**src/rtl/periodic_task_release_scheduler_unit_macros.svh**
```systemverilog
`ifndef PERIODIC_TASK_RELEASE_SCHEDULER_UNIT_MACROS_SVH
`define PERIODIC_TASK_RELEASE_SCHEDULER_UNIT_MACROS_SVH

// consequent holds in the cycle after the antecedent
`define PTRS_ASSERT_NEXT(name, ante, cons, msg) \
   name: assert property (@(posedge clock) disable iff (reset) (ante) |=> (cons)) \
      else $error(msg);

// consequent holds in the same cycle as the antecedent
`define PTRS_ASSERT_SAME(name, ante, cons, msg) \
   name: assert property (@(posedge clock) disable iff (reset) (ante) |-> (cons)) \
      else $error(msg);

`endif

```
**src/rtl/ptrs_pkg.sv**
```systemverilog
`default_nettype none

package ptrs_pkg;

   localparam int SLOT_COUNT_DEFAULT = 16;
   localparam logic [15:0] INTERVAL_RESET = 16'd10;

   localparam logic [1:0] REQ_ADD   = 2'd0;
   localparam logic [1:0] REQ_TICK  = 2'd1;
   localparam logic [1:0] REQ_PICK  = 2'd2;
   localparam logic [1:0] REQ_BLOCK = 2'd3;

   localparam logic [1:0] STATUS_OK       = 2'd0;
   localparam logic [1:0] STATUS_FULL     = 2'd1;
   localparam logic [1:0] STATUS_NONE     = 2'd2;
   localparam logic [1:0] STATUS_BAD_SLOT = 2'd3;

   localparam logic [3:0] OP_NONE      = 4'd0;
   localparam logic [3:0] OP_LOAD      = 4'd1;
   localparam logic [3:0] OP_ADD_RD    = 4'd2;
   localparam logic [3:0] OP_ADD_SHIFT = 4'd3;
   localparam logic [3:0] OP_ADD_PUT   = 4'd4;
   localparam logic [3:0] OP_WALK_RD   = 4'd5;
   localparam logic [3:0] OP_WALK_STEP = 4'd6;
   localparam logic [3:0] OP_PICK      = 4'd7;
   localparam logic [3:0] OP_BLK_RD    = 4'd8;
   localparam logic [3:0] OP_BLK_WR    = 4'd9;
   localparam logic [3:0] OP_FINISH    = 4'd10;

   typedef struct packed {
      logic [7:0]  prio;
      logic [15:0] period;
      logic [15:0] countdown;
      logic        ready;
   } slot_entry_type;

   typedef struct packed {
      logic [3:0] op;
      logic [1:0] status;
   } ctrl_cmd_type;

   typedef struct packed {
      logic [1:0] req_type;
      logic       full;
      logic       held_zero;
      logic       pos_one;
      logic       greater;
      logic       slot_bad;
      logic       last;
      logic       do_pick;
      logic       found;
   } ctrl_stat_type;

endpackage

`default_nettype wire

```
**src/rtl/ptrs_ctrl.sv**
```systemverilog
`default_nettype none
`include "periodic_task_release_scheduler_unit_macros.svh"

module ptrs_ctrl (
   input  wire logic                    clock,
   input  wire logic                    reset,
   input  wire logic                    start,
   input  wire ptrs_pkg::ctrl_stat_type stat,
   output logic                         busy,
   output ptrs_pkg::ctrl_cmd_type       cmd
);
   import ptrs_pkg::*;

   localparam logic [2:0] ST_IDLE     = 3'd0;
   localparam logic [2:0] ST_DISPATCH = 3'd1;
   localparam logic [2:0] ST_ADD_CMP  = 3'd2;
   localparam logic [2:0] ST_ADD_PUT  = 3'd3;
   localparam logic [2:0] ST_WALK     = 3'd4;
   localparam logic [2:0] ST_PICK     = 3'd5;
   localparam logic [2:0] ST_BLK_WR   = 3'd6;
   localparam logic [2:0] ST_FIN      = 3'd7;

   logic [2:0] state_ff;
   logic [2:0] state_in;
   logic [1:0] status_ff;
   logic [1:0] status_in;

   always_comb begin
      state_in   = state_ff;
      status_in  = status_ff;
      cmd.op     = OP_NONE;
      cmd.status = status_ff;
      unique case (state_ff)
         ST_IDLE: begin
            if (start) begin
               cmd.op    = OP_LOAD;
               status_in = STATUS_OK;
               state_in  = ST_DISPATCH;
            end
         end
         ST_DISPATCH: begin
            unique case (stat.req_type)
               REQ_ADD: begin
                  if (stat.full) begin
                     status_in = STATUS_FULL;
                     state_in  = ST_FIN;
                  end else if (stat.held_zero) begin
                     state_in = ST_ADD_PUT;
                  end else begin
                     cmd.op   = OP_ADD_RD;
                     state_in = ST_ADD_CMP;
                  end
               end
               REQ_TICK, REQ_PICK: begin
                  if (stat.held_zero) begin
                     state_in = ST_PICK;
                  end else begin
                     cmd.op   = OP_WALK_RD;
                     state_in = ST_WALK;
                  end
               end
               REQ_BLOCK: begin
                  if (stat.slot_bad) begin
                     status_in = STATUS_BAD_SLOT;
                     state_in  = ST_FIN;
                  end else begin
                     cmd.op   = OP_BLK_RD;
                     state_in = ST_BLK_WR;
                  end
               end
            endcase
         end
         ST_ADD_CMP: begin
            // shift the lower priority entry up one slot, or drop the new task in
            if (stat.greater) begin
               cmd.op   = OP_ADD_SHIFT;
               state_in = stat.pos_one ? ST_ADD_PUT : ST_ADD_CMP;
            end else begin
               cmd.op   = OP_ADD_PUT;
               state_in = ST_FIN;
            end
         end
         ST_ADD_PUT: begin
            cmd.op   = OP_ADD_PUT;
            state_in = ST_FIN;
         end
         ST_WALK: begin
            cmd.op = OP_WALK_STEP;
            if (stat.last) begin
               state_in = ST_PICK;
            end
         end
         ST_PICK: begin
            cmd.op = OP_PICK;
            if (stat.do_pick && !stat.found) begin
               status_in = STATUS_NONE;
            end
            state_in = ST_FIN;
         end
         ST_BLK_WR: begin
            cmd.op   = OP_BLK_WR;
            state_in = ST_FIN;
         end
         ST_FIN: begin
            cmd.op   = OP_FINISH;
            state_in = ST_IDLE;
         end
      endcase
   end

   always_ff @(posedge clock) begin
      if (reset) begin
         state_ff  <= ST_IDLE;
         status_ff <= STATUS_OK;
      end else begin
         state_ff  <= state_in;
         status_ff <= status_in;
      end
   end

   assign busy = (state_ff != ST_IDLE);

   `PTRS_ASSERT_NEXT(a_accept_dispatch, start && !busy, state_ff == ST_DISPATCH, "request not dispatched")
   `PTRS_ASSERT_NEXT(a_walk_ends_in_pick, state_ff == ST_WALK && stat.last, state_ff == ST_PICK, "walk overran table")
   `PTRS_ASSERT_NEXT(a_finish_frees, state_ff == ST_FIN, !busy, "busy held after finish")
   `PTRS_ASSERT_SAME(a_load_when_idle, cmd.op == OP_LOAD, start && !busy, "load without accepted request")

endmodule

`default_nettype wire

```
**src/rtl/ptrs_datapath.sv**
```systemverilog
`default_nettype none

module ptrs_datapath #(
   parameter int SLOT_COUNT = ptrs_pkg::SLOT_COUNT_DEFAULT
) (
   input  wire logic                   clock,
   input  wire logic                   reset,
   input  wire ptrs_pkg::ctrl_cmd_type cmd,
   output ptrs_pkg::ctrl_stat_type     stat,
   input  wire logic [15:0]            preempt_interval,
   input  wire logic [1:0]             req_type,
   input  wire logic [7:0]             req_task_priority,
   input  wire logic [15:0]            req_task_period,
   input  wire logic [15:0]            req_start_countdown,
   input  wire logic                   req_start_ready,
   input  wire logic [3:0]             req_block_slot,
   output logic                        rsp_valid,
   output logic [1:0]                  rsp_status,
   output logic                        rsp_picked_valid,
   output logic [3:0]                  rsp_picked_slot,
   output logic [4:0]                  rsp_task_total,
   output logic [31:0]                 rsp_tick_value
);
   import ptrs_pkg::*;

   localparam int IDX_W = (SLOT_COUNT > 1) ? $clog2(SLOT_COUNT) : 1;
   localparam int CNT_W = $clog2(SLOT_COUNT + 1);
   localparam int CMP_W = CNT_W + 4;

   slot_entry_type mem [SLOT_COUNT];
   slot_entry_type rd_data_ff;

   logic           rd_en;
   logic [IDX_W-1:0] rd_addr;
   logic           wr_en;
   logic [IDX_W-1:0] wr_addr;
   slot_entry_type wr_data;

   logic [1:0]       req_type_ff, req_type_in;
   slot_entry_type   new_entry_ff, new_entry_in;
   logic [3:0]       block_slot_ff, block_slot_in;
   logic [CNT_W-1:0] held_ff, held_in;
   logic [CNT_W-1:0] idx_ff, idx_in;
   logic [31:0]      tick_ff, tick_in;
   logic [15:0]      tsp_ff, tsp_in;
   logic             do_pick_ff, do_pick_in;
   logic             found_ff, found_in;
   logic [IDX_W-1:0] found_slot_ff, found_slot_in;
   slot_entry_type   found_entry_ff, found_entry_in;
   logic             picked_valid_ff, picked_valid_in;
   logic [IDX_W-1:0] picked_slot_ff, picked_slot_in;

   logic             rsp_valid_ff, rsp_valid_in;
   logic [1:0]       rsp_status_ff, rsp_status_in;
   logic             rsp_picked_valid_ff, rsp_picked_valid_in;
   logic [3:0]       rsp_picked_slot_ff, rsp_picked_slot_in;
   logic [4:0]       rsp_task_total_ff, rsp_task_total_in;
   logic [31:0]      rsp_tick_value_ff, rsp_tick_value_in;

   logic [CNT_W-1:0] idx_dec;
   logic [CNT_W-1:0] idx_dec2;
   logic [CNT_W-1:0] idx_inc;
   logic [15:0]      tsp_inc;
   logic [CMP_W-1:0] slot_ext;
   logic [CMP_W-1:0] held_ext;
   logic [CMP_W-1:0] picked_ext;
   logic [IDX_W-1:0] blk_addr;
   slot_entry_type   upd;
   slot_entry_type   cleared;

   assign idx_dec    = idx_ff - CNT_W'(1);
   assign idx_dec2   = idx_ff - CNT_W'(2);
   assign idx_inc    = idx_ff + CNT_W'(1);
   assign tsp_inc    = tsp_ff + 16'd1;
   assign slot_ext   = CMP_W'(block_slot_ff);
   assign held_ext   = CMP_W'(held_ff);
   assign picked_ext = CMP_W'(picked_slot_ff);
   assign blk_addr   = slot_ext[IDX_W-1:0];

   // countdown step of one slot on a tick
   always_comb begin
      upd = rd_data_ff;
      if (req_type_ff == REQ_TICK) begin
         if (rd_data_ff.countdown <= 16'd1) begin
            upd.countdown = rd_data_ff.period;
            upd.ready     = 1'b1;
         end else begin
            upd.countdown = rd_data_ff.countdown - 16'd1;
         end
      end
   end

   always_comb begin
      cleared       = rd_data_ff;
      cleared.ready = 1'b0;
   end

   assign stat.req_type  = req_type_ff;
   assign stat.full      = (held_ff == CNT_W'(SLOT_COUNT));
   assign stat.held_zero = (held_ff == '0);
   assign stat.pos_one   = (idx_ff == CNT_W'(1));
   assign stat.greater   = (rd_data_ff.prio > new_entry_ff.prio);
   assign stat.slot_bad  = (slot_ext >= held_ext);
   assign stat.last      = (idx_inc == held_ff);
   assign stat.do_pick   = do_pick_ff;
   assign stat.found     = found_ff;

   always_comb begin
      rd_en               = 1'b0;
      rd_addr             = idx_ff[IDX_W-1:0];
      wr_en               = 1'b0;
      wr_addr             = idx_ff[IDX_W-1:0];
      wr_data             = new_entry_ff;
      req_type_in         = req_type_ff;
      new_entry_in        = new_entry_ff;
      block_slot_in       = block_slot_ff;
      held_in             = held_ff;
      idx_in              = idx_ff;
      tick_in             = tick_ff;
      tsp_in              = tsp_ff;
      do_pick_in          = do_pick_ff;
      found_in            = found_ff;
      found_slot_in       = found_slot_ff;
      found_entry_in      = found_entry_ff;
      picked_valid_in     = picked_valid_ff;
      picked_slot_in      = picked_slot_ff;
      rsp_valid_in        = 1'b0;
      rsp_status_in       = rsp_status_ff;
      rsp_picked_valid_in = rsp_picked_valid_ff;
      rsp_picked_slot_in  = rsp_picked_slot_ff;
      rsp_task_total_in   = rsp_task_total_ff;
      rsp_tick_value_in   = rsp_tick_value_ff;
      unique case (cmd.op)
         OP_LOAD: begin
            req_type_in            = req_type;
            new_entry_in.prio      = req_task_priority;
            new_entry_in.period    = req_task_period;
            new_entry_in.countdown = req_start_countdown;
            new_entry_in.ready     = req_start_ready;
            block_slot_in          = req_block_slot;
            idx_in                 = (req_type == REQ_ADD) ? held_ff : '0;
            found_in               = 1'b0;
            picked_valid_in        = 1'b0;
            picked_slot_in         = '0;
            do_pick_in             = (req_type == REQ_PICK);
            if (req_type == REQ_TICK) begin
               tick_in = tick_ff + 32'd1;
               if (tsp_inc >= preempt_interval) begin
                  tsp_in     = 16'd0;
                  do_pick_in = 1'b1;
               end else begin
                  tsp_in = tsp_inc;
               end
            end
         end
         OP_ADD_RD: begin
            rd_en   = 1'b1;
            rd_addr = idx_dec[IDX_W-1:0];
         end
         OP_ADD_SHIFT: begin
            wr_en   = 1'b1;
            wr_data = rd_data_ff;
            rd_en   = !stat.pos_one;
            rd_addr = idx_dec2[IDX_W-1:0];
            idx_in  = idx_dec;
         end
         OP_ADD_PUT: begin
            wr_en   = 1'b1;
            held_in = held_ff + CNT_W'(1);
         end
         OP_WALK_RD: begin
            rd_en = 1'b1;
         end
         OP_WALK_STEP: begin
            wr_en   = (req_type_ff == REQ_TICK);
            wr_data = upd;
            rd_en   = !stat.last;
            rd_addr = idx_inc[IDX_W-1:0];
            idx_in  = idx_inc;
            // remember the first ready slot for the pick
            if (!found_ff && upd.ready) begin
               found_in       = 1'b1;
               found_slot_in  = idx_ff[IDX_W-1:0];
               found_entry_in = upd;
            end
         end
         OP_PICK: begin
            if (do_pick_ff && found_ff) begin
               wr_en           = 1'b1;
               wr_addr         = found_slot_ff;
               wr_data         = found_entry_ff;
               wr_data.ready   = 1'b0;
               picked_valid_in = 1'b1;
               picked_slot_in  = found_slot_ff;
            end
         end
         OP_BLK_RD: begin
            rd_en   = 1'b1;
            rd_addr = blk_addr;
         end
         OP_BLK_WR: begin
            wr_en   = 1'b1;
            wr_addr = blk_addr;
            wr_data = cleared;
         end
         OP_FINISH: begin
            rsp_valid_in        = 1'b1;
            rsp_status_in       = cmd.status;
            rsp_picked_valid_in = picked_valid_ff;
            rsp_picked_slot_in  = picked_ext[3:0];
            rsp_task_total_in   = held_ext[4:0];
            rsp_tick_value_in   = tick_ff;
         end
         default: begin
         end
      endcase
   end

   always_ff @(posedge clock) begin
      if (wr_en) begin
         mem[wr_addr] <= wr_data;
      end
      if (rd_en) begin
         rd_data_ff <= mem[rd_addr];
      end
   end

   always_ff @(posedge clock) begin
      if (reset) begin
         held_ff      <= '0;
         idx_ff       <= '0;
         tick_ff      <= 32'd0;
         tsp_ff       <= 16'd0;
         do_pick_ff   <= 1'b0;
         found_ff     <= 1'b0;
         rsp_valid_ff <= 1'b0;
      end else begin
         held_ff      <= held_in;
         idx_ff       <= idx_in;
         tick_ff      <= tick_in;
         tsp_ff       <= tsp_in;
         do_pick_ff   <= do_pick_in;
         found_ff     <= found_in;
         rsp_valid_ff <= rsp_valid_in;
      end
   end

   always_ff @(posedge clock) begin
      req_type_ff         <= req_type_in;
      new_entry_ff        <= new_entry_in;
      block_slot_ff       <= block_slot_in;
      found_slot_ff       <= found_slot_in;
      found_entry_ff      <= found_entry_in;
      picked_valid_ff     <= picked_valid_in;
      picked_slot_ff      <= picked_slot_in;
      rsp_status_ff       <= rsp_status_in;
      rsp_picked_valid_ff <= rsp_picked_valid_in;
      rsp_picked_slot_ff  <= rsp_picked_slot_in;
      rsp_task_total_ff   <= rsp_task_total_in;
      rsp_tick_value_ff   <= rsp_tick_value_in;
   end

   assign rsp_valid        = rsp_valid_ff;
   assign rsp_status       = rsp_status_ff;
   assign rsp_picked_valid = rsp_picked_valid_ff;
   assign rsp_picked_slot  = rsp_picked_slot_ff;
   assign rsp_task_total   = rsp_task_total_ff;
   assign rsp_tick_value   = rsp_tick_value_ff;

endmodule

`default_nettype wire

```
**src/rtl/periodic_task_release_scheduler_unit.sv**
```systemverilog
// add shifts each lower priority entry up one slot in turn; tick and pick walk every held task,
// one slot a cycle; block reads one slot and clears its ready bit; refused requests go to finish
// throughput: one request at a time, start is taken again in the cycle of the result strobe
// rsp_valid is a single-cycle strobe; the receiver cannot stall it
// reset: synchronous, clears the task count, tick and pick counters; interval returns to 10
`default_nettype none

module periodic_task_release_scheduler_unit #(
   parameter int SLOT_COUNT = ptrs_pkg::SLOT_COUNT_DEFAULT
) (
   input  wire logic        clock,
   input  wire logic        reset,
   input  wire logic        start,
   output logic             busy,
   input  wire logic [1:0]  req_type,
   input  wire logic [7:0]  req_task_priority,
   input  wire logic [15:0] req_task_period,
   input  wire logic [15:0] req_start_countdown,
   input  wire logic        req_start_ready,
   input  wire logic [3:0]  req_block_slot,
   output logic             rsp_valid,
   output logic [1:0]       rsp_status,
   output logic             rsp_picked_valid,
   output logic [3:0]       rsp_picked_slot,
   output logic [4:0]       rsp_task_total,
   output logic [31:0]      rsp_tick_value,
   input  wire logic        psel,
   input  wire logic        penable,
   input  wire logic        pwrite,
   input  wire logic [1:0]  paddr,
   input  wire logic [31:0] pwdata,
   output logic [31:0]      prdata,
   output logic             pready
);
   import ptrs_pkg::*;

   localparam logic [1:0] ADDR_INTERVAL = 2'd0;

   ctrl_cmd_type  cmd;
   ctrl_stat_type stat;
   logic [15:0]   interval_ff;
   logic [15:0]   interval_in;

   always_comb begin
      interval_in = interval_ff;
      if (psel && penable && pwrite && pready && paddr == ADDR_INTERVAL) begin
         interval_in = pwdata[15:0];
      end
   end

   always_ff @(posedge clock) begin
      if (reset) begin
         interval_ff <= INTERVAL_RESET;
      end else begin
         interval_ff <= interval_in;
      end
   end

   assign pready = 1'b1;
   assign prdata = (paddr == ADDR_INTERVAL) ? {16'd0, interval_ff} : 32'd0;

   ptrs_ctrl u_ctrl (
      .clock (clock),
      .reset (reset),
      .start (start),
      .stat  (stat),
      .busy  (busy),
      .cmd   (cmd)
   );

   ptrs_datapath #(
      .SLOT_COUNT (SLOT_COUNT)
   ) u_datapath (
      .clock               (clock),
      .reset               (reset),
      .cmd                 (cmd),
      .stat                (stat),
      .preempt_interval    (interval_ff),
      .req_type            (req_type),
      .req_task_priority   (req_task_priority),
      .req_task_period     (req_task_period),
      .req_start_countdown (req_start_countdown),
      .req_start_ready     (req_start_ready),
      .req_block_slot      (req_block_slot),
      .rsp_valid           (rsp_valid),
      .rsp_status          (rsp_status),
      .rsp_picked_valid    (rsp_picked_valid),
      .rsp_picked_slot     (rsp_picked_slot),
      .rsp_task_total      (rsp_task_total),
      .rsp_tick_value      (rsp_tick_value)
   );

endmodule

`default_nettype wire

```
**config.mk**
```make
export PLATFORM = sky130hd
export DESIGN_NAME = periodic_task_release_scheduler_unit
export DESIGN_NICKNAME = d
export VERILOG_FILES = /design/src/rtl/ptrs_pkg.sv /design/src/rtl/ptrs_ctrl.sv /design/src/rtl/ptrs_datapath.sv /design/src/rtl/periodic_task_release_scheduler_unit.sv
export VERILOG_INCLUDE_DIRS = /design/src /design/src/rtl
export SDC_FILE = /design/constraint.sdc
export NUM_CORES = 1
export LEC_CHECK = 0
export BUFFER_PORTS_ARGS = -buffer_cell sky130_fd_sc_hd__buf_2
export CORE_MARGIN = 4
export CORE_UTILIZATION = 39
export DETAILED_ROUTE_END_ITERATION = 8
export MAX_ROUTING_LAYER = met4
export RECOVER_POWER = 50
export SLEW_MARGIN = 10
export SYNTH_ARGS = -nofsm -noshare
export SYNTH_HDL_FRONTEND = slang
export SYNTH_SLANG_ARGS = --single-unit
```
**constraint.sdc**
```tcl
create_clock -name clock -period 6.32 [get_ports clock]
set_input_delay 1.264 -clock clock [delete_from_list [all_inputs] [get_ports clock]]
set_output_delay 1.264 -clock clock [all_outputs]
set_load 0.005 [all_outputs]
```
==> summary.md <==
| Metric | Value |
|---|---|
| Htree depth | 3 |
| Synth Area in Simple Gates | 0.129 |
| All-Layer GR Usage | 0.201 |
| Power per cell area | 518 nW/um^2 |
| Fin nets | 3085 |
| Root Driver | clkbuf_16 |
| Synth Area in Adders | 0.0141 |
| DRT iter0 DRCs | 3096 |
| Grt total ovfl | 0 |
| Slew headroom | -0.353 |
| Initial antenna violation count | 1 |
| DR WL/cell | 23.9 um |
| DP HPWL | 53.3 mm |
| Period utilization | 0.846 |
| Synth Area in XOR/XNOR | 0.0135 |
| Setup repair bufs after CTS | 0 |
| Vias per inst | 5.85 |
| Antenna Violating Nets Remaining | 0 |
| GPL Wtd Cong | 0.803 |
| Clk_lat worst skew | 0.68 ns |
| Mux contribution to synthesized area | 0.00134 |
| Placed cell area | 40200 sq um |
| Worst Hold Endpoint | u_datapath.rsp_picked_slot[0] |
| Worst Path Arrival | 5.66 ns |
| Max-slew violations | 134 |
| Minimum clock period | 5.35 ns |
| Number of hold buffers added after CTS | 0 |
| Cells after Synth | 2883 |
| R2R cell count | 9 |
| Vias in the first global route | 23800 |
| Outcome | complete, but fails checks |
| RSZ-0062 raised after global routing | false |
| 1st-pass router iterations | 6 |
| Largest net degree at the start of global routing | 164 |
| Commonest register cell after synthesis | edfxtp_1 |
| Synth Area in Compound Gates | 0.109 |
| Die Height | 321 um |
| Hold Path Origin | u_datapath.picked_slot_ff[0] |
| Worst-margin pin slew | 2.03 ns |
| Ratio of cells with drive above 1 in the final layout | 0.117 |
| Boundary pin count | 166 |
| Starting Density | 0.394 |
| Mapped Avg Cell Area | 13.2 sq um |
| First-pass GRT wire length | 153 mm |
| Worst min path class | flop to flop |
| Die W | 321 um |
| Clock skew | 0.0344 ns |
| Worst vdd ir | 0.641 mV |
| Worst R2R Setup Slack | 0.97 ns |
| Core area | 96900 sq um |
| Area growth from synthesis to layout | 12.7% |
| MaxCap Viol Count | 5 |
| Leakage Power | 13.9 nW |
| Synth Cell Area | 38200 sq um |
| Post-cts resize count | 0 |
| CTS max path bufs | 3 |
| Yosys warns | 0 |
| CTS buffer count | 95 |
| EDFF count, synth | 837 |
| F_max | 187 MHz |
| Hold Vio Cnt, Final | 0 |
| Drc violations | 0 |
| Crit path kind | flop to flop |
| Post-route setup TNS | 0 ns |
| Number of port buffers | 132 |
| Crit path launch type | flop |
| Crit. End Element | flop |
| Post-route cell area | 43000 sq um |
| Main combinational cell family by area after synthesis | simple AND/OR/NAND/NOR gates |
| Clock sink count | 919 |
| Netlist cell types | 75 |
| Rows | 114 |
| Die area | 103000 sq um |
| Worst hold path stage count | 0 |
| #FFs+latches synth | 919 |
| Reg2Reg Capture Point | u_datapath.mem[1][12] |
| Seq/Total Area, Yosys | 0.701 |
| Worst-path clk slew | 0.06 ns |
| CTS tree | yes |
| Failing checks | max-capacitance violations, max-slew violations |
| Asr flop ratio synth | 0 |
| Worst R2R Start | u_datapath.cleared[40] |
| CP Data Required Time | 6.63 ns |
| Count of final setup violators | 0 |
| Post-Route WL | 103 mm |
| Critical path peak fanout | 26 |
| Via count of the routed design | 25200 |
## worst max-delay path by stage
stage,start,end,slack (ns),cells after the start
2_1_floorplan,u_datapath.cleared[9],u_datapath.found_entry_ff[10],0.98,6
3_3_place_gp,start,u_datapath.cleared[3],1.49,12
3_5_place_dp,start,u_datapath.cleared[2],1.49,12
4_1_cts,u_datapath.held_ff[0],u_datapath.mem[15][9],1.58,12
5_1_grt,u_ctrl.state_ff[0],u_datapath.mem[0][25],0.71,8
6_report,u_datapath.cleared[40],u_datapath.mem[1][12],0.97,9
## logic make-up (layout without fill, tap and decap cells)
kind of cell	after synthesis	in the layout
AO/OA/AOI/OAI	602	602
XOR/XNOR	59	59
adder cells (fa/ha/maj)	43	43
buffers and inverters	273	404
flip-flops	919	919
multiplexers	5	5
other	2	18
AND/OR/NAND/NOR	980	980
## cells in the final DEF, fill, tap and decap left out, drive strengths merged, types with 5 or more instances in the layout
cell	count
clkbuf	166
a221o	6
bufinv	5
xor2	36
nand3b	25
edfxtp	837
nor2	90
and3	21
a22o	5
nand2	342
a21o	10
o211ai	9
buf	143
clkinv	33
a221oi	127
nand3	187
inv	50
conb	17
a211oi	10
nor3	27
o21ai	203
ha	43
clkinvlp	7
nor2b	8
a22oi	27
and4	9
dfxtp	82
nand2b	12
a21oi	163
nand4	215
or3	10
a222oi	12
or2	6
and2	13
xnor2	23
a31oi	5
## stage by stage
stage | worst slack, ns | util | hold slack, ns | power, mW | cells
after floorplan | 0.977 | - | 0.400 | 14.2 | 2898
final | 0.974 | 0.444 | 0.416 | 22.3 | 4306
after detailed placement | 1.49 | 0.415 | 0.408 | 17.0 | 4134
after global routing | 0.705 | 0.444 | 0.430 | 23.4 | 4306
after global placement | 1.49 | 0.415 | 0.403 | 16.9 | 4134
after CTS | 1.58 | 0.446 | 0.419 | 22.4 | 4305
## power by group
part | total (mW) | internal (mW) | switching (mW) | leakage (nW)
sequential | 8.79 | 8.36 | 0.429 | 8.19
combinational | 8.14 | 2.29 | 5.85 | 4.28
clock | 5.37 | 3.00 | 2.36 | 1.42
total | 22.3 | 13.7 | 8.64 | 13.9
## state kept, by name, summed over array words and instances (netlist names), 5 cells and up
signal / flops
u_datapath.tick_ff: 32
u_datapath.tsp_ff: 16
interval_ff: 16
u_datapath.mem: 656
u_datapath.idx_ff: 5
u_datapath.found_entry_ff: 40
u_datapath.new_entry_ff: 41
u_datapath.rsp_tick_value: 32
u_datapath.rsp_task_total: 5
u_datapath.held_ff: 5
u_datapath.cleared: 40
## layout make-up
class | count | area, sq um
clock inverter | 51 | 472
multi-input combinational | 1706 | 10400
sequential | 919 | 26800
clock buffer | 120 | 2480
fill | 8729 | 53800
inverter | 44 | 165
tap | 1276 | 1600
antenna | 1 | 2.50
timing repair buffer | 189 | 1130
## metal layers
layer  share of wire  global-route usage  up-vias
met1            0.43               0.276    12600
met2            0.45               0.305     1174
li1                -                   -    11300
met3           0.084              0.0370      200
met5               0                   -        -
met4           0.030              0.0621        0
## synthesized netlist by cell type (6+ instances only)
library cell / n / share of area
clkbuf_1: 141 / 0.014
a222oi_1: 12 / 0.0031
and3_1: 21 / 0.0034
and2_1: 13 / 0.0021
nor2b_1: 8 / 0.0013
or3_1: 9 / 0.0015
buf_2: 60 / 0.0079
a21oi_1: 163 / 0.021
or2_2: 6 / 0.00098
nand2b_1: 12 / 0.0020
a221oi_1: 86 / 0.020
and4_1: 9 / 0.0021
o21ai_0: 201 / 0.026
nor2_1: 88 / 0.0087
buf_4: 20 / 0.0039
xor2_1: 36 / 0.0083
o211ai_1: 9 / 0.0018
a221o_1: 6 / 0.0016
a22oi_1: 27 / 0.0053
a211oi_1: 9 / 0.0018
a21o_1: 10 / 0.0020
nand3b_1: 25 / 0.0049
a221oi_2: 41 / 0.016
ha_1: 43 / 0.014
nand3_1: 187 / 0.025
inv_1: 43 / 0.0042
dfxtp_1: 82 / 0.043
nand4_1: 215 / 0.035
xnor2_1: 23 / 0.0053
nor3_1: 24 / 0.0031
edfxtp_1: 837 / 0.66
nand2_1: 341 / 0.034
## worst max-delay path, cell delays in order (launching register included)
cell and delay (ns):
edfxtp_1 0.45, ha_1 0.37, nand4_1 0.18, a21o_1 0.25, a21oi_1 0.57, or3_1 0.19, clkbuf_1 1.41, nor2_4 0.54
buf_4 0.42, a221o_1 0.56
Power figures use the tool's default switching activity.
